[config.mk]
export PLATFORM = sky130hd
export DESIGN_NAME = three_wire_serial_master_unit
export DESIGN_NICKNAME = d
export VERILOG_FILES = /design/src/rtl/core/tws_pkg.sv /design/src/rtl/core/three_wire_serial_master_unit.sv /design/src/rtl/core/tws_engine.sv
export SDC_FILE = /design/constraint.sdc
export NUM_CORES = 1
export LEC_CHECK = 0
export ABC_CLOCK_PERIOD_IN_PS = 6110
export BUFFER_PORTS_ARGS = -buffer_cell sky130_fd_sc_hd__buf_2
export CAP_MARGIN = 5
export CORE_MARGIN = 5
export CORE_UTILIZATION = 49
export DETAILED_ROUTE_END_ITERATION = 8
export PLACE_DENSITY = 0.7
export SYNTH_ARGS = -nofsm -noshare
export SYNTH_HDL_FRONTEND = slang
export SYNTH_SLANG_ARGS = --single-unit
[constraint.sdc]
create_clock -name aclk -period 6.11 [get_ports aclk]
set_input_delay 0.611 -clock aclk [delete_from_list [all_inputs] [get_ports aclk]]
set_output_delay 0.611 -clock aclk [all_outputs]
set_load 0.01 [all_outputs]
[src/rtl/core/tws_pkg.sv]
// Package for the three-wire serial master: phase codes and the per-tick result record.
// Used by tws_engine and three_wire_serial_master_unit; depends on nothing.
`default_nettype none

package tws_pkg;

    localparam int unsigned BYTE_BITS = 8;
    localparam logic [7:0]  HALF_PERIOD_RESET = 8'd2;

    // bus phase, one-hot
    typedef enum logic [5:0] {
        PH_IDLE  = 6'b000001,
        PH_SETUP = 6'b000010,
        PH_HIGH  = 6'b000100,
        PH_LOW   = 6'b001000,
        PH_RHIGH = 6'b010000,
        PH_RLOW  = 6'b100000
    } phase_t;

    // line levels driven toward the bus
    typedef struct packed {
        logic drv;
        logic out;
        logic clk;
        logic ce;
    } lines_t;

    // what one tick reports
    typedef struct packed {
        logic [7:0] read_data;
        logic       done_res;
        logic       busy_res;
        lines_t     lines;
    } tick_res_t;

endpackage

`default_nettype wire

[src/rtl/core/three_wire_serial_master_unit.sv]
// Top level of the three-wire serial master (LSB first): stream ports, config register,
// result register. Depends on tws_pkg and tws_engine.
`default_nettype none

// Usage
//   Each request on the s_ channel is one bus tick. It carries a start flag, the
//   command and write bytes, the sampled data pin, and in s_tuser the op (0 write,
//   1 read). A start is only taken while the master is idle; it then raises chip
//   enable, shifts the command out LSB first, and either sends the write byte or
//   releases the pin and collects eight bits. Every setup, clock-high and clock-low
//   phase lasts half_period ticks (0 counts as 1).
//   Each accepted request yields exactly one result request on the m_ channel with
//   the line levels after that tick, busy, a one-tick done flag and the receive byte.
//   The result is registered and appears in the cycle after the request is accepted.
//   Throughput: one request per cycle while results drain; the state update and result
//   are both formed in the single pass from engine registers to the result register.
//   Stall: while a result is held unaccepted, s_tready stays high only if m_tready
//   is high in the same cycle; otherwise the input waits and the bus state holds.
//   Reset (aresetn low, synchronous): idle, all lines low, half_period back to 2,
//   no result pending.
//   cfg_wr_en writes half_period; do it only while no transaction is running.
module three_wire_serial_master_unit (
    input  wire logic        aclk,
    input  wire logic        aresetn,
    // config
    input  wire logic        cfg_wr_en,
    input  wire logic [7:0]  cfg_wr_data,    // half_period
    // tick requests in
    input  wire logic        s_tvalid,
    output logic             s_tready,
    // [0] start_req, [8:1] command, [16:9] write_data, [17] pin_in, [23:18] zero
    input  wire logic [23:0] s_tdata,
    input  wire logic        s_tuser,        // [0] op
    // tick results out
    output logic             m_tvalid,
    input  wire logic        m_tready,
    // [0] chip_enable, [1] serial_clock, [2] pin_out, [3] pin_drive, [4] busy_res,
    // [5] done_res, [13:6] read_data, [15:14] zero
    output logic [15:0]      m_tdata
);
    import tws_pkg::*;

    logic [7:0] half_period_reg;
    logic       step;
    tick_res_t  res;
    logic       m_tvalid_reg;
    logic [15:0] m_tdata_reg;

    // config register
    always_ff @(posedge aclk) begin
        if (!aresetn) begin
            half_period_reg <= HALF_PERIOD_RESET;
        end else if (cfg_wr_en) begin
            half_period_reg <= cfg_wr_data;
        end
    end

    // take a tick whenever the result slot is free or draining
    assign s_tready = !m_tvalid_reg || m_tready;
    assign step     = s_tvalid && s_tready;

    tws_engine u_engine (
        .aclk        (aclk),
        .aresetn     (aresetn),
        .step        (step),
        .half_period (half_period_reg),
        .start_req   (s_tdata[0]),
        .op          (s_tuser),
        .command     (s_tdata[8:1]),
        .write_data  (s_tdata[16:9]),
        .pin_in      (s_tdata[17]),
        .res         (res)
    );

    // result register
    always_ff @(posedge aclk) begin
        if (!aresetn) begin
            m_tvalid_reg <= 1'b0;
        end else if (s_tready) begin
            m_tvalid_reg <= step;
        end
    end

    always_ff @(posedge aclk) begin
        if (step) begin
            m_tdata_reg <= {2'b00, res.read_data, res.done_res, res.busy_res,
                            res.lines.drv, res.lines.out, res.lines.clk, res.lines.ce};
        end
    end

    assign m_tvalid = m_tvalid_reg;
    assign m_tdata  = m_tdata_reg;

endmodule

`default_nettype wire

[src/rtl/core/tws_engine.sv]
// Bus sequencer of the three-wire serial master: phase, bit and wait counters, shifters.
// Advances one tick per step strobe. Depends on tws_pkg.
`default_nettype none

module tws_engine (
    input  wire logic              aclk,
    input  wire logic              aresetn,
    input  wire logic              step,
    input  wire logic [7:0]        half_period,
    input  wire logic              start_req,
    input  wire logic              op,
    input  wire logic [7:0]        command,
    input  wire logic [7:0]        write_data,
    input  wire logic              pin_in,
    output tws_pkg::tick_res_t     res
);
    import tws_pkg::*;

    phase_t     phase_reg,      phase_next;
    logic [3:0] bit_count_reg,  bit_count_next;
    logic       byte_index_reg, byte_index_next;
    logic [7:0] tx_shift_reg,   tx_shift_next;
    logic [7:0] data_hold_reg,  data_hold_next;
    logic [7:0] rx_shift_reg,   rx_shift_next;
    logic [7:0] wait_count_reg, wait_count_next;
    logic       is_read_reg,    is_read_next;
    lines_t     lines_reg,      lines_next;
    logic       done_next;

    logic [7:0] hp;
    logic [3:0] bit_inc;
    logic [7:0] tx_shr;

    assign hp      = (half_period == 8'd0) ? 8'd1 : half_period;
    assign bit_inc = bit_count_reg + 4'd1;
    assign tx_shr  = {1'b0, tx_shift_reg[7:1]};

    always_comb begin
        phase_next      = phase_reg;
        bit_count_next  = bit_count_reg;
        byte_index_next = byte_index_reg;
        tx_shift_next   = tx_shift_reg;
        data_hold_next  = data_hold_reg;
        rx_shift_next   = rx_shift_reg;
        wait_count_next = wait_count_reg;
        is_read_next    = is_read_reg;
        lines_next      = lines_reg;
        done_next       = 1'b0;

        if (phase_reg == PH_IDLE) begin
            if (start_req) begin
                is_read_next    = op;
                tx_shift_next   = command;
                data_hold_next  = write_data;
                byte_index_next = 1'b0;
                bit_count_next  = 4'd0;
                lines_next      = '{drv: 1'b1, out: command[0], clk: 1'b0, ce: 1'b1};
                phase_next      = PH_SETUP;
                wait_count_next = hp;
            end
        end else if (wait_count_reg > 8'd1) begin
            wait_count_next = wait_count_reg - 8'd1;
        end else begin
            case (phase_reg)
                PH_SETUP: begin
                    lines_next.clk  = 1'b1;
                    phase_next      = PH_HIGH;
                    wait_count_next = hp;
                end
                PH_HIGH: begin
                    lines_next.clk  = 1'b0;
                    phase_next      = PH_LOW;
                    wait_count_next = hp;
                end
                PH_LOW: begin
                    tx_shift_next  = tx_shr;
                    bit_count_next = bit_inc;
                    if (bit_inc < 4'(BYTE_BITS)) begin
                        lines_next      = '{drv: 1'b1, out: tx_shr[0], clk: 1'b0, ce: 1'b1};
                        phase_next      = PH_SETUP;
                        wait_count_next = hp;
                    end else if (!byte_index_reg && !is_read_reg) begin
                        // command done, data byte follows
                        byte_index_next = 1'b1;
                        bit_count_next  = 4'd0;
                        tx_shift_next   = data_hold_reg;
                        lines_next      = '{drv: 1'b1, out: data_hold_reg[0], clk: 1'b0,
                                            ce: 1'b1};
                        phase_next      = PH_SETUP;
                        wait_count_next = hp;
                    end else if (!byte_index_reg) begin
                        // command done, release pin and take first read bit
                        byte_index_next = 1'b1;
                        bit_count_next  = 4'd0;
                        rx_shift_next   = {pin_in, rx_shift_reg[7:1]};
                        lines_next      = '{drv: 1'b0, out: 1'b0, clk: 1'b1, ce: 1'b1};
                        phase_next      = PH_RHIGH;
                        wait_count_next = hp;
                    end else begin
                        lines_next      = '0;
                        phase_next      = PH_IDLE;
                        wait_count_next = 8'd0;
                        bit_count_next  = 4'd0;
                        byte_index_next = 1'b0;
                        done_next       = 1'b1;
                    end
                end
                PH_RHIGH: begin
                    lines_next      = '{drv: 1'b0, out: 1'b0, clk: 1'b0, ce: 1'b1};
                    phase_next      = PH_RLOW;
                    wait_count_next = hp;
                end
                PH_RLOW: begin
                    bit_count_next = bit_inc;
                    if (bit_inc < 4'(BYTE_BITS)) begin
                        rx_shift_next   = {pin_in, rx_shift_reg[7:1]};
                        lines_next      = '{drv: 1'b0, out: 1'b0, clk: 1'b1, ce: 1'b1};
                        phase_next      = PH_RHIGH;
                        wait_count_next = hp;
                    end else begin
                        lines_next      = '0;
                        phase_next      = PH_IDLE;
                        wait_count_next = 8'd0;
                        bit_count_next  = 4'd0;
                        byte_index_next = 1'b0;
                        done_next       = 1'b1;
                    end
                end
                default: begin
                    // corrupt phase: drop back to idle quietly
                    lines_next      = '0;
                    phase_next      = PH_IDLE;
                    wait_count_next = 8'd0;
                    bit_count_next  = 4'd0;
                    byte_index_next = 1'b0;
                end
            endcase
        end
    end

    always_ff @(posedge aclk) begin
        if (!aresetn) begin
            phase_reg      <= PH_IDLE;
            bit_count_reg  <= 4'd0;
            byte_index_reg <= 1'b0;
            tx_shift_reg   <= 8'd0;
            data_hold_reg  <= 8'd0;
            rx_shift_reg   <= 8'd0;
            wait_count_reg <= 8'd0;
            is_read_reg    <= 1'b0;
            lines_reg      <= '0;
        end else if (step) begin
            phase_reg      <= phase_next;
            bit_count_reg  <= bit_count_next;
            byte_index_reg <= byte_index_next;
            tx_shift_reg   <= tx_shift_next;
            data_hold_reg  <= data_hold_next;
            rx_shift_reg   <= rx_shift_next;
            wait_count_reg <= wait_count_next;
            is_read_reg    <= is_read_next;
            lines_reg      <= lines_next;
        end
    end

    assign res = '{read_data: rx_shift_next,
                   done_res:  done_next,
                   busy_res:  (phase_next != PH_IDLE),
                   lines:     lines_next};

    a_drv_needs_ce: assert property (@(posedge aclk) disable iff (!aresetn)
        lines_reg.drv |-> lines_reg.ce)
        else $error("data pin driven without chip enable");

    a_clk_needs_ce: assert property (@(posedge aclk) disable iff (!aresetn)
        lines_reg.clk |-> lines_reg.ce)
        else $error("serial clock high without chip enable");

    a_wait_nonzero: assert property (@(posedge aclk) disable iff (!aresetn)
        (phase_reg != PH_IDLE) |-> (wait_count_reg != 8'd0))
        else $error("active phase with empty wait counter");

    a_done_to_idle: assert property (@(posedge aclk) disable iff (!aresetn)
        (step && done_next) |=> (phase_reg == PH_IDLE && lines_reg == '0))
        else $error("done without return to idle");

endmodule

`default_nettype wire

==> out/metrics.cfg <==
[finish]
fin_area_sq_mm = 0.00395
stdcell_count = 525
area_delta_synth_final_pct = 11.8
layout_common_cells = 55 x dfxtp_1, 47 x buf_2, 42 x o21ai_0
largest_reg_flops = 14
num_antenna_cells = 0
layout.nets = 462
drive_gt1_share_pct = 18.8
final_common_cell = dfxtp_1
final_util_pct = 55.3

[global_routing]
grt_max_degree = 44
grt_pass1_vias = 2832
grt_pass1_wl_microns = 13600
antenna_found_initial = 0
grt_remaining_overflow = 0
grt.total_usage_pct = 19.3

[timing]
min_period_ns = 3.19
rsz0062_at_grt = false
setup_violations = 0
clock-skew-final_ns = 0.0109
setup_tns_ns = 0
hold_violations = 0
max_freq_ghz = 0.313
tightest_slew_ns = 1.01
fin_crit_sh_pct = 52.2
max-slew-margin-rel_pct = 30.7
drv_slew = 0

[floorplanning]
dieHeight_microns = 94.9
ioPinCount = 56
coreArea_sq_mm = 0.00714
rows = 31
initial_core_util_pct = 49.5
dieArea_sq_mm = 0.00901
die_w_microns = 94.9

[yosys]
syn_area_sq_mm = 0.00353
synth_top_family_by_area = simple AND/OR/NAND/NOR gates
ys_types = 62
synthAdderAreaFrac_pct = 1.06
synth_top_cell_area_share_pct = 31.2
ys_async_sr_fraction_pct = 0
ys_seq_elements = 69
yosys.area_share.xor_xnor_pct = 0.744
synth-simple-area-share_pct = 19.9
synth.mux.area_fraction_pct = 10.9
synth_largest_area_cell = dfxtp_1
yosys_warnings = 0
seq_area_frac_synth_pct = 43.1
synth-edff-count = 14
syn_area_per_cell_sq_um = 9.03
syn-instance-count = 391
synth_area_leaders = dfxtp_1 31%, edfxtp_1 12%, mux2i_1 7.9%, o21ai_0 6.0%, nor2_1 4.3%
ys.flop_type = dfxtp_1
synth_compound_area_share_pct = 19.8

[clock_network]
tritoncts = yes
cts_root_buffer = clkbuf_8
insertion_delay_ns = 0.35
cts_setup_buffers = 0
htreeDepth = 3
cts_buffers = 9
cts.clk_slew.worst_paths_ns = 0.07
hold_buffers = 0
clock-sinks = 69
cts_resized = 0
cts_buffer_depth = 2

[worst_setup_path]
path_class = flop to flop
start_kind = flop
cp-end-kind = flop
critPathMaxFanout = 28
cp.arrival_ns = 3.28
cp_data_required_time_ns = 6.19

[power]
intPower_mw = 0.781
pwr-share-clk_pct = 31.3
swShare_pct = 32.0
p_switching_mw = 0.367
power_frac_seq_pct = 45.5
peakVddDrop_uv = 162
p_leak_nw = 1.51
p_comb_share_pct = 23.2
powerDensity_mw_per_mm2 = 291

[detailed_routing]
ant_nets = 0
drtPass1Iterations = 5
wl_per_cell_microns = 15.8
wl_met1_microns = 3870
vias = 3100
routed-wl-met3_microns = 474
topRoutingLayerUsed = met4
wl_met2_microns = 3830
drtIter0Drc = 275
finalWirelength_microns = 8320
drc = 0
detail_route.vias_per_cell = 5.90

[place]
dp.cells = 509
dp_hpwl_microns = 5530
routabilityCongestion = 0.830
port_buffers = 47
dpl_cell_area_sq_mm = 0.00377

[worst_hold_path]
min_path_type = flop to flop

[flow_run]
cap_violations = 0

[run_status]
status = finished clean

-- cells in the mapped netlist, drive strengths merged (3+ instances only) --
cell and count:
a211oi 9, a21oi 22, and3 3, buf 11, clkbuf 19, dfxtp 55, edfxtp 14, ha 3
inv 4, mux2 9, mux2i 28, nand2 17, nand2b 3, nand3 17, nand4 3, nor2 40
nor3 16, nor4 7, o2111ai 8, o211ai 5, o21a 3, o21ai 44, o311ai 3, or2 5
or3 5, or4 4
-- final cells by class --
| class | count | area, sq um |
|---|---|---|
| clock buffer | 12 | 135 |
| clock inverter | 4 | 48.8 |
| fill | 690 | 3190 |
| inverter | 5 | 18.8 |
| multi-input combinational | 288 | 1860 |
| sequential | 69 | 1520 |
| tap | 99 | 124 |
| timing repair buffer | 48 | 243 |
-- layer usage --
metal / vias to the layer above / track usage (%)
li1: 1515 / -
met1: 1476 / 26.7
met2: 99 / 29.7
met3: 10 / 3.19
met4: 0 / 8.41
met5: - / 0
-- through the flow --
stage | total power, mW | hold slack (ns) | worst slack [ns]
2_1_floorplan | 0.737 | 0.450 | 3.66
3_3_place_gp | 0.789 | 0.460 | 3.04
3_5_place_dp | 0.794 | 0.471 | 2.95
4_1_cts | 1.15 | 0.481 | 2.93
5_1_grt | 1.21 | 0.503 | 2.74
6_report | 1.15 | 0.486 | 2.92
-- kinds of logic after synthesis --
kind of cell	count (synthesis)
simple gates	133
compound gates	110
flops	69
mux	37
buf+inv	35
fa+ha+maj	3
xor+xnor	3
other cells	1
-- worst paths after layout --
path                             from                       end  slack (ns)  cells after the start
max             u_engine.phase_reg[2]                m_tdata[4]        2.92                      5
min          u_engine.tx_shift_reg[2]  u_engine.tx_shift_reg[2]        0.49                      2
max reg2reg     u_engine.phase_reg[2]                m_tdata[4]        2.92                      5
min reg2reg  u_engine.tx_shift_reg[2]  u_engine.tx_shift_reg[2]        0.49                      2
-- power groups by stage --
stage               Clock [mW]  Sequential, mW  Combinational [mW]
global route             0.389           0.526               0.292
detailed placement           0           0.532               0.262
floorplan                    0           0.527               0.210
finish                   0.360           0.522               0.267
CTS                      0.365           0.521               0.265
global placement             0           0.531               0.259
-- worst max-delay path, cell delays in order, from the launching register on --
cell	delay [ns]
dfxtp_1	0.42
or4_1	0.64
or2_1	0.65
mux2i_1	0.93
o2bb2ai_1	0.18
o211ai_1	0.11
Power figures use the tool's default switching activity.
